==> config.mk <==
export PLATFORM = sky130hd
export DESIGN_NAME = button_click_classifier
export DESIGN_NICKNAME = d
export VERILOG_FILES = /design/src/design/bcc_pkg.sv /design/src/design/bcc_cfg.sv /design/src/design/bcc_core.sv /design/src/design/button_click_classifier.sv
export SDC_FILE = /design/constraint.sdc
export NUM_CORES = 1
export LEC_CHECK = 0
export BUFFER_PORTS_ARGS = -buffer_cell sky130_fd_sc_hd__buf_2
export CAP_MARGIN = 20
export CORE_UTILIZATION = 40
export DETAILED_ROUTE_END_ITERATION = 6
export HOLD_SLACK_MARGIN = 0.08
export PLACE_DENSITY = 0.62
export SLEW_MARGIN = 5
export SYNTH_ARGS = -nofsm -noshare
export SYNTH_HDL_FRONTEND = slang
export SYNTH_SLANG_ARGS = --single-unit
==> constraint.sdc <==
create_clock -name clk -period 3.9 [get_ports clk]
set_input_delay 0.585 -clock clk [delete_from_list [all_inputs] [get_ports clk]]
set_output_delay 0.585 -clock clk [all_outputs]
set_load 0.05 [all_outputs]
==> src/design/bcc_pkg.sv <==
package bcc_pkg;

	// counter and register widths
	localparam int COUNT_WIDTH = 16;
	localparam int CFG_W       = 16;
	localparam int CMP_W       = (COUNT_WIDTH > CFG_W) ? COUNT_WIDTH : CFG_W;
	localparam int IDX_W       = 2;

	// register reset values
	localparam logic [CFG_W-1:0] LONG_PRESS_RST = CFG_W'(100);
	localparam logic [CFG_W-1:0] CLICK_GAP_RST  = CFG_W'(50);
	localparam logic [CFG_W-1:0] COOLDOWN_RST   = CFG_W'(10);

	// register indexes
	typedef enum logic [IDX_W-1:0] {
		REG_LONG_PRESS = 2'd0,
		REG_CLICK_GAP  = 2'd1,
		REG_COOLDOWN   = 2'd2
	} reg_idx_t;

	// event codes
	typedef enum logic [1:0] {
		EV_NONE   = 2'd0,
		EV_SINGLE = 2'd1,
		EV_DOUBLE = 2'd2,
		EV_LONG   = 2'd3
	} event_t;

	// classifier phase, one-hot
	typedef enum logic [4:0] {
		PH_IDLE      = 5'b00001,
		PH_PRESSED   = 5'b00010,
		PH_RELEASED  = 5'b00100,
		PH_COOLDOWN  = 5'b01000,
		PH_LONG_WAIT = 5'b10000
	} phase_t;

	typedef logic [COUNT_WIDTH-1:0] count_t;

	// thresholds handed from the register block to the classifier
	typedef struct packed {
		logic [CFG_W-1:0] long_press_ticks;
		logic [CFG_W-1:0] click_gap_ticks;
		logic [CFG_W-1:0] cooldown_len;
	} cfg_t;

	// saturating increment
	function automatic count_t sat_inc(input count_t v);
		count_t r;
		r = (v == {COUNT_WIDTH{1'b1}}) ? v : v + count_t'(1);
		return r;
	endfunction

	// counter reaches threshold, compared at a common width
	function automatic logic reached(input count_t cnt, input logic [CFG_W-1:0] thr);
		logic r;
		r = (CMP_W'(cnt) >= CMP_W'(thr));
		return r;
	endfunction

endpackage

==> src/design/bcc_cfg.sv <==
module bcc_cfg
	import bcc_pkg::*;
(
	input  logic             clk,
	input  logic             arst_n,
	input  logic             cfg_we,
	input  logic [IDX_W-1:0] cfg_index,
	input  logic [CFG_W-1:0] cfg_data,
	output cfg_t             cfg
);

	cfg_t cfg_q;

	// register writes, unknown indexes are dropped
	always_ff @(posedge clk or negedge arst_n) begin
		if (!arst_n) begin
			cfg_q.long_press_ticks <= LONG_PRESS_RST;
			cfg_q.click_gap_ticks  <= CLICK_GAP_RST;
			cfg_q.cooldown_len     <= COOLDOWN_RST;
		end else if (cfg_we) begin
			case (cfg_index)
				REG_LONG_PRESS: cfg_q.long_press_ticks <= cfg_data;
				REG_CLICK_GAP:  cfg_q.click_gap_ticks  <= cfg_data;
				REG_COOLDOWN:   cfg_q.cooldown_len     <= cfg_data;
				default:        cfg_q <= cfg_q;
			endcase
		end
	end

	assign cfg = cfg_q;

endmodule

==> src/design/bcc_core.sv <==
module bcc_core
	import bcc_pkg::*;
(
	input  logic   clk,
	input  logic   arst_n,
	input  logic   step,
	input  logic   pin_level,
	input  cfg_t   cfg,
	output event_t ev
);

	phase_t phase_q, phase_d;
	count_t since_release_q, since_release_d;
	count_t since_press_q, since_press_d;
	count_t cooldown_count_q, cooldown_count_d;
	count_t sr_upd, sp_upd, cc_inc;
	logic   rel;

	// tick counters and phase transition for the current sample
	always_comb begin
		rel    = pin_level;
		sr_upd = rel ? '0 : sat_inc(since_release_q);
		sp_upd = rel ? sat_inc(since_press_q) : '0;
		cc_inc = sat_inc(cooldown_count_q);

		ev               = EV_NONE;
		phase_d          = phase_q;
		since_release_d  = sr_upd;
		since_press_d    = sp_upd;
		cooldown_count_d = cooldown_count_q;

		case (phase_q)
			PH_PRESSED: begin
				if (reached(sr_upd, cfg.long_press_ticks)) begin
					ev      = EV_LONG;
					phase_d = PH_LONG_WAIT;
				end else if (rel) begin
					phase_d = PH_RELEASED;
				end
			end
			PH_RELEASED: begin
				if (reached(sp_upd, cfg.click_gap_ticks)) begin
					ev               = EV_SINGLE;
					phase_d          = PH_COOLDOWN;
					cooldown_count_d = '0;
				end else if (!rel) begin
					ev               = EV_DOUBLE;
					phase_d          = PH_COOLDOWN;
					cooldown_count_d = '0;
				end
			end
			PH_COOLDOWN: begin
				cooldown_count_d = cc_inc;
				if (reached(cc_inc, cfg.cooldown_len)) begin
					phase_d         = PH_IDLE;
					since_release_d = '0;
					since_press_d   = '0;
				end
			end
			PH_LONG_WAIT: begin
				if (rel) begin
					phase_d         = PH_IDLE;
					since_release_d = '0;
					since_press_d   = '0;
				end
			end
			default: begin
				// idle, and any stray code behaves as idle
				phase_d = rel ? PH_IDLE : PH_PRESSED;
			end
		endcase
	end

	// state update once per consumed sample
	always_ff @(posedge clk or negedge arst_n) begin
		if (!arst_n) begin
			phase_q          <= PH_IDLE;
			since_release_q  <= '0;
			since_press_q    <= '0;
			cooldown_count_q <= '0;
		end else if (step) begin
			phase_q          <= phase_d;
			since_release_q  <= since_release_d;
			since_press_q    <= since_press_d;
			cooldown_count_q <= cooldown_count_d;
		end
	end

	// a long press always parks in the release wait
	a_long_wait: assert property (@(posedge clk) disable iff (!arst_n)
		step && ev == EV_LONG |=> phase_q == PH_LONG_WAIT)
		else $error("long press did not enter release wait");

	// a click starts a fresh cooldown
	a_click_cooldown: assert property (@(posedge clk) disable iff (!arst_n)
		step && (ev == EV_SINGLE || ev == EV_DOUBLE)
		|=> phase_q == PH_COOLDOWN && cooldown_count_q == '0)
		else $error("click did not start cooldown");

	// phase holds while no sample is consumed
	a_hold: assert property (@(posedge clk) disable iff (!arst_n)
		!step |=> $stable(phase_q) && $stable(since_press_q))
		else $error("state moved without a sample");

endmodule

==> src/design/button_click_classifier.sv <==
// button click classifier
//
// in channel: in_valid / in_ready with pin_level, one button sample per
// item (0 pressed, 1 released). out channel: out_valid / out_ready with
// click_event, exactly one result item per input item (none, single,
// double, long press).
// an accepted item sits in the input register until the result register
// is free or being drained, is classified and lands in the result
// register, which drives out_valid.
// throughput is one item per cycle while out_ready stays high; the single
// classifier stage with its counter compares sets that figure.
// when the receiver stalls, the result register holds, the input register
// fills and in_ready drops; no item is lost or repeated.
// configuration: cfg_we with cfg_index and cfg_data writes the long-press,
// click-gap or cooldown threshold; write only while no item is in flight.
// reset (arst_n low) clears both stages, returns the classifier to idle
// with zeroed counters and loads the default thresholds.
module button_click_classifier
	import bcc_pkg::*;
(
	input  logic             clk,
	input  logic             arst_n,
	input  logic             in_valid,
	output logic             in_ready,
	input  logic             pin_level,
	output logic             out_valid,
	input  logic             out_ready,
	output logic [1:0]       click_event,
	input  logic             cfg_we,
	input  logic [IDX_W-1:0] cfg_index,
	input  logic [CFG_W-1:0] cfg_data
);

	cfg_t   cfg;
	event_t ev;
	logic   valid_s1, pin_s1;
	logic   valid_s2;
	event_t event_s2;
	logic   advance;

	bcc_cfg u_cfg (
		.clk       (clk),
		.arst_n    (arst_n),
		.cfg_we    (cfg_we),
		.cfg_index (cfg_index),
		.cfg_data  (cfg_data),
		.cfg       (cfg)
	);

	// stage 1 moves on when the result register is free or being drained
	assign advance  = valid_s1 && (!valid_s2 || out_ready);
	assign in_ready = !valid_s1 || advance;

	// input register
	always_ff @(posedge clk or negedge arst_n) begin
		if (!arst_n) begin
			valid_s1 <= 1'b0;
		end else if (in_ready) begin
			valid_s1 <= in_valid;
		end
	end

	always_ff @(posedge clk) begin
		if (in_valid && in_ready) begin
			pin_s1 <= pin_level;
		end
	end

	bcc_core u_core (
		.clk       (clk),
		.arst_n    (arst_n),
		.step      (advance),
		.pin_level (pin_s1),
		.cfg       (cfg),
		.ev        (ev)
	);

	// result register
	always_ff @(posedge clk or negedge arst_n) begin
		if (!arst_n) begin
			valid_s2 <= 1'b0;
		end else if (advance) begin
			valid_s2 <= 1'b1;
		end else if (out_ready) begin
			valid_s2 <= 1'b0;
		end
	end

	always_ff @(posedge clk) begin
		if (advance) begin
			event_s2 <= ev;
		end
	end

	assign out_valid   = valid_s2;
	assign click_event = event_s2;

	// a full input stage behind a stalled output blocks new items
	a_block: assert property (@(posedge clk) disable iff (!arst_n)
		valid_s1 && valid_s2 && !out_ready |-> !in_ready)
		else $error("input taken while pipeline is full");

	// a classified item always shows up as a result
	a_result: assert property (@(posedge clk) disable iff (!arst_n)
		advance |=> out_valid)
		else $error("classified item lost");

endmodule

# After elaboration in Yosys (flattened, before gate mapping)
# Cells that the tools add are included.
dict set report totals {
  ff_bits 106
  in_bits 24
  out_inout_bits 4
  elab_cells 72
}
dict set report op_classes {
  addsub 3
  magnitude_cmp 3
  n_eq_ne 13
  muxes 28
  reduce_logical 14
}
# cell count
set ops {}
lappend ops {{16-bit 2-to-1 mux} 11}
lappend ops {{16-bit one-hot mux with 2 select lines} 3}
lappend ops {{16-bit by 1-bit adder with 16-bit output, second input constant} 3}
lappend ops {{16-bit equality test, second input constant} 3}
lappend ops {{16-bit >= comparator} 3}
lappend ops {{5-bit 2-to-1 mux} 6}
lappend ops {{5-bit one-hot mux with 4 select lines} 1}
lappend ops {{2-bit 2-to-1 mux} 4}
lappend ops {{3-bit by 2-bit inequality test with 1-bit output, second input constant} 2}
lappend ops {{2-bit AND reduction} 3}
lappend ops {{5-bit by 2-bit equality test with 1-bit output, second input constant} 1}
lappend ops {{5-bit by 3-bit equality test with 1-bit output, second input constant} 1}
lappend ops {{5-bit by 4-bit equality test with 1-bit output, second input constant} 1}
lappend ops {{5-bit equality test, second input constant} 1}
lappend ops {{5-bit AND reduction} 1}
lappend ops {{2-bit one-hot mux with 2 select lines} 1}
lappend ops {{2-bit nonzero test} 2}
lappend ops {{3-bit AND reduction} 1}
lappend ops {{2-bit by 1-bit equality test with 1-bit output, second input constant} 1}
lappend ops {{2-bit equality test, second input constant} 1}
lappend ops {{1-bit logical AND} 2}
lappend ops {{1-bit logical NOT} 2}
lappend ops {{2-bit logical NOT} 1}
lappend ops {{1-bit logical OR} 2}
lappend ops {{other kinds (3)} 4}

# Longest topological paths before layout
dict set report logic_depth {
  ltp_word 6
  ltp_mapped 17
  depth_no_buf 15
}

# Hierarchy
# Synthesis repeated with hierarchy kept, for this count alone.
dict set report unflattened {
  cells_unflattened 684
  hier_area_um2 6762.7
}
# module instances cells_per_inst area_per_inst_um2 seq_area_each_um2
set modules_own_cells {}
lappend modules_own_cells {bcc_core 1 571 4743.3 1327.5}
lappend modules_own_cells {bcc_cfg 1 102 1825.5 1211.2}
lappend modules_own_cells {button_click_classifier 1 11 193.9 140.1}

# Worst setup path after synthesis
# No wires, ideal clock.
dict set report synth_timing {
  path_kind {register to register}
  start {register u_core.since_press_q[3]}
  end {register u_core.cooldown_count_q[4]}
  setup_time_ns 0.135
  arrival_ns 3.326
  required_time_ns 3.765
  path_slack_ns 0.439
  path_stages_with_launch 18
  path_buffers 2
  period_less_slack_ns 3.461
  path_cell_list {dfrtp_1 -> buf_2 -> nand4_1 -> nor4_2 -> nand4_1 -> and2_1 -> nand3_1 -> xor2_1 -> nor2_1 -> ha_1 -> o21a_1 -> o211ai_1 -> a21oi_1 -> a21oi_1 -> a311o_1 -> clkbuf_1 -> o21ai_0 -> o31ai_1}
}
dict set report synth_via {
  elab_chain_cells 6
  elab_cells_between_ends 9
  cone_classes {add/sub (1); order compare (1); eq/ne (2); mux (4); reduce/logical (1)}
}
# element line_no
set synth_rtl {}
lappend synth_rtl {{from (decl)} bcc_core.sv:14} ;# count_t since_press_q, since_press_d;
lappend synth_rtl {{from (signal assigned)} bcc_core.sv:84} ;# since_press_q <= since_press_d;
lappend synth_rtl {{16-bit by 1-bit adder with 16-bit output / 16-bit equality test (equally long branches)} bcc_pkg.sv:50} ;# r = (v == {COUNT_WIDTH{1'b1}}) ? v : v + count_t'(1);
lappend synth_rtl {{16-bit 2-to-1 mux (*)} bcc_pkg.sv:50}
lappend synth_rtl {{16-bit 2-to-1 mux (*)} bcc_core.sv:23} ;# sp_upd = rel ? sat_inc(since_press_q) : '0;
lappend synth_rtl {{16-bit >= comparator (*)} bcc_pkg.sv:57} ;# r = (CMP_W'(cnt) >= CMP_W'(thr));
lappend synth_rtl {{3-bit by 2-bit inequality test with 1-bit output (no line) / 16-bit 2-to-1 mux (equally long branches)} n/a}
lappend synth_rtl {{3-bit AND reduction (no line) / 16-bit one-hot mux with 2 select lines (equally long branches)} n/a}
lappend synth_rtl {{to (signal assigned)} bcc_core.sv:85} ;# cooldown_count_q <= cooldown_count_d;
lappend synth_rtl {{to (decl)} bcc_core.sv:15} ;# count_t cooldown_count_q, cooldown_count_d;
# Mark *: on every way between the ends. The rest lies on a longest branch, timed or not.
# A chain may end at the register's enable or synchronous reset.

# Worst setup path after layout
dict set report layout_timing {
  start {register u_core.since_press_q[4]}
  end {register u_core.cooldown_count_q[12]}
}
# The elaborated chain is that of the path after synthesis.

==> impl_metrics.toml <==
[worst_setup_path]
worst_path_max_delay_cell = "a311o_2"
rr_endpoint = "u_core.cooldown_count_q[12]"
cp_num_buf_inv = 1
start_kind = "register"
path_class = "register to register"
crit_chain = "nand4_1, nor4_4, nand4_1, and2_2, nand3_1, xor2_1, nor2_1, ha_1, o21a_1, o211ai_1, a21oi_2, a21oi_2, a311o_2, buf_4, a22o_1"
crit_fanout = 10
rrSetupSlack_ns = 0.25
cp-end-kind = "register"
crit_arrival_ns = 3.90
path_delay_family = "simple AND/OR/NAND/NOR gates"
cp_slowest_stage_delay_ns = 0.48
reg2reg_depth = 15
required_ns = 4.15
r2r-start = "u_core.since_press_q[4]"

[synth]
synth_top_area_cell = "dfrtp_1"
seq_area_frac_synth = 0.407
synth_edf_count = 3
synth.top_cell.area_share = 0.357
synth_area_leaders = "dfrtp_1 (36%), ha_1 (9.3%), mux2_2 (6.2%), nand2_1 (4.6%), dfstp_2 (3.6%)"
syn_avg_cell_area_um2 = 9.31
ys.warnings.count = 0
ys_async_sr_fraction = 0.972
synth_nets = 780
synth-seq-cells = 106
syn-instance-count = 707
ys.flop_type = "dfrtp_1"
netlist_area_um2 = 6580
synth_cell_types = 63

[floorplanning]
die-area_um2 = 17000
dieWidth_um = 130
ioPinCount = 28
dieHeight_um = 130
start_util = 0.411
std_cell_rows = 46
core_area_um2 = 16000

[timing]
clock.fmax_mhz = 274
finClkSkew_ns = 0.00967
timing.slew.headroom = 0.357
tns_ns = 0
timing.final.crit_share = 0.936
layout_min_cycle_time_ns = 3.65
hold_violations = 0
slew_viol_final = 0
worst_pin_slew_ns = 0.961
finalSetupViolations = 0

[power]
fin_total_pwr_w = 0.00273
intPower_w = 0.00191
switching_power_w = 0.000828
combPwrFrac = 0.191
p_leak_nw = 3.39
switching_share = 0.303
p_seq_frac = 0.484
cellPowerDensity_nw_per_um2 = 373
p_clk_frac = 0.325
irDropWorstVdd_v = 0.000217

[drt]
drtPass1Iterations = 4
drt-total-wl_um = 15700
drt-wirelength-per-cell_um = 16.4
via_count = 5311
detail_route.vias_per_cell = 5.56
drtIter0Drc = 311
ant_nets = 0
drc = 0

[cts]
ctsHoldBuffers = 0
root_buffer = "clkbuf_16"
path_clk_slew_ns = 0.07
cts_max_level = 3
insertion_delay_ns = 0.36
cts_made_buffers = 9
cts.path.max_buffers = 2
clkSinkCount = 106
cts_tree = "built"

[global_route]
busiest_layer = "met2"
grt_first_pass_wirelength_um = 26000
grt_start_max_net_pins = 53
grt-ovfl-total = 0
grt_pass1_vias = 5244
grt_usage = 0.200
grt_use_met1 = 0.250
met2_usage = 0.335
met3_usage = 0.0435
antenna_found_initial = 0

[hold_path]
hold_class = "primary input to async pin"

[run]
max_cap_viol_count = 0

[final_layout]
fin_cells = 956
nNetsFinal = 808
drive_above_1_share = 0.177
num_antenna_cells = 0
syn2layout_area_growth_pct = 11.4

[place]
dp.cells = 937
gp_congestion = 0.871
place.port_buffers = 27
hpwl_um = 11800

[run_status]
status = "completed"
[layout make-up]
cell class / count / area (µm²)
repair buffers: 42 / 250
well taps: 216 / 270
fillers: 1575 / 8660
clock buffers: 9 / 225
inverters: 59 / 221
flip-flops and latches: 106 / 2680
clock inverters: 7 / 58.8
multi-input cells: 517 / 3630
[cell usage in the layout (no fill, tap or decap), drive strengths merged, types with 6 or more instances in the layout]
master,netlist,layout
a21o,10,10
a21oi,41,41
a22o,16,16
and2,12,12
and3,11,11
buf,7,42
clkbuf,18,9
dfrtp,94,94
dfstp,9,9
ha,49,49
inv,59,63
mux2,36,36
nand2,81,81
nand2b,10,10
nand3,25,25
nand4,18,18
nor2,46,46
nor3,9,9
nor4,6,6
o21ai,37,37
o31ai,8,8
xnor2,13,13
xor2,17,17
[kinds of logic (layout without fill, tap and decap cells)]
kind of cell	count (synthesis)	in the layout	share of synthesized area
AND/OR/NAND/NOR	235	235	0.175
XOR/XNOR	30	30	0.0399
AO/OA/AOI/OAI	162	162	0.165
flip-flops	106	106	0.407
multiplexers	40	40	0.0677
adder cells (fa/ha/maj)	50	50	0.0947
buffers and inverters	84	117	0.0506
[synthesized netlist by cell type, types with 3 or more instances]
| cell | instances |
|---|---|
| mux2_2 | 36 |
| o22ai_1 | 3 |
| a31oi_1 | 5 |
| and3_1 | 10 |
| o211ai_1 | 4 |
| a21oi_1 | 41 |
| a32o_1 | 4 |
| dfrtp_1 | 94 |
| and4_1 | 4 |
| o21ai_0 | 37 |
| xor2_1 | 17 |
| a22o_1 | 15 |
| o31ai_1 | 7 |
| o211a_1 | 3 |
| o41ai_1 | 4 |
| a31o_2 | 3 |
| or3_1 | 4 |
| nand4_1 | 17 |
| and2_1 | 11 |
| o21a_1 | 5 |
| nor2_1 | 46 |
| nor3_1 | 9 |
| ha_1 | 49 |
| nand2_1 | 81 |
| a21o_1 | 10 |
| clkbuf_1 | 18 |
| nor4_1 | 5 |
| xnor2_1 | 13 |
| nand3b_1 | 3 |
| inv_1 | 59 |
| nand2b_1 | 10 |
| mux2i_1 | 4 |
| edfxtp_1 | 3 |
| nand3_1 | 24 |
| dfstp_2 | 9 |
| a211oi_1 | 5 |
[worst max path at each step]
stage | from | endpoint | slack, ns | cells after the start
global placement | u_core.since_press_q[3] | u_core.cooldown_count_q[4] | 0.11 | 14
CTS | u_core.since_press_q[3] | u_core.cooldown_count_q[2] | 0.04 | 14
global route | u_core.since_press_q[3] | u_core.cooldown_count_q[15] | -0.02 | 15
floorplan | u_core.since_press_q[3] | u_core.cooldown_count_q[4] | 0.44 | 17
detailed placement | u_core.since_press_q[3] | u_core.cooldown_count_q[9] | -0.10 | 14
finish | u_core.since_press_q[4] | u_core.cooldown_count_q[12] | 0.25 | 15
[worst reg2reg max path: cells and delay by family, from the launching register on]
kind	cells	cell delay (ns)
buffers and inverters	1	0.19
XOR/XNOR	1	0.19
adder cells (fa/ha/maj)	1	0.30
flip-flops	1	0.45
AO/OA/AOI/OAI	6	1.20
AND/OR/NAND/NOR	6	1.21
[registers in the layout, summed over array words and instances, names as in the netlist]
signal and cells:
u_cfg.cfg 48, u_core.cooldown_count_q 16, u_core.since_press_q 16, u_core.since_release_q 16, u_core.phase_q 5, click_event 2
out_valid 1, pin_s1 1, valid_s1 1
[repair_timing]
action                                  CTS  global route
resized for setup                         1            14
pin swaps                                 0             5
endpoints found under the setup margin   15            33
setup buffers                             0             3
[power by group through the flow]
stage	registers, W	clock network, W	logic (W)
after floorplan	0.00133	0	0.000365
after CTS	0.00132	0.000918	0.000522
final	0.00132	0.000888	0.000523
after global routing	0.00134	0.000955	0.000598
after global placement	0.00134	0	0.000497
after detailed placement	0.00134	0	0.000518
[layer usage]
layer | routed length [µm] | vias to the layer above
li1 | - | 2576
met5 | 0 | -
met4 | 342 | 0
met1 | 7230 | 2592
met2 | 7480 | 117
met3 | 663 | 26
[metrics by stage]
step	hold slack (ns)	util	worst slack [ns]	cell area, µm²
floorplan	0.289	-	0.439	6580
global placement	0.469	0.436	0.112	6970
detailed placement	0.480	0.436	-0.100	6970
CTS	0.282	0.454	0.0406	7260
global route	0.315	0.458	-0.0169	7340
finish	0.262	0.458	0.249	7340
Note: power is estimated with default switching activity, not from simulation.
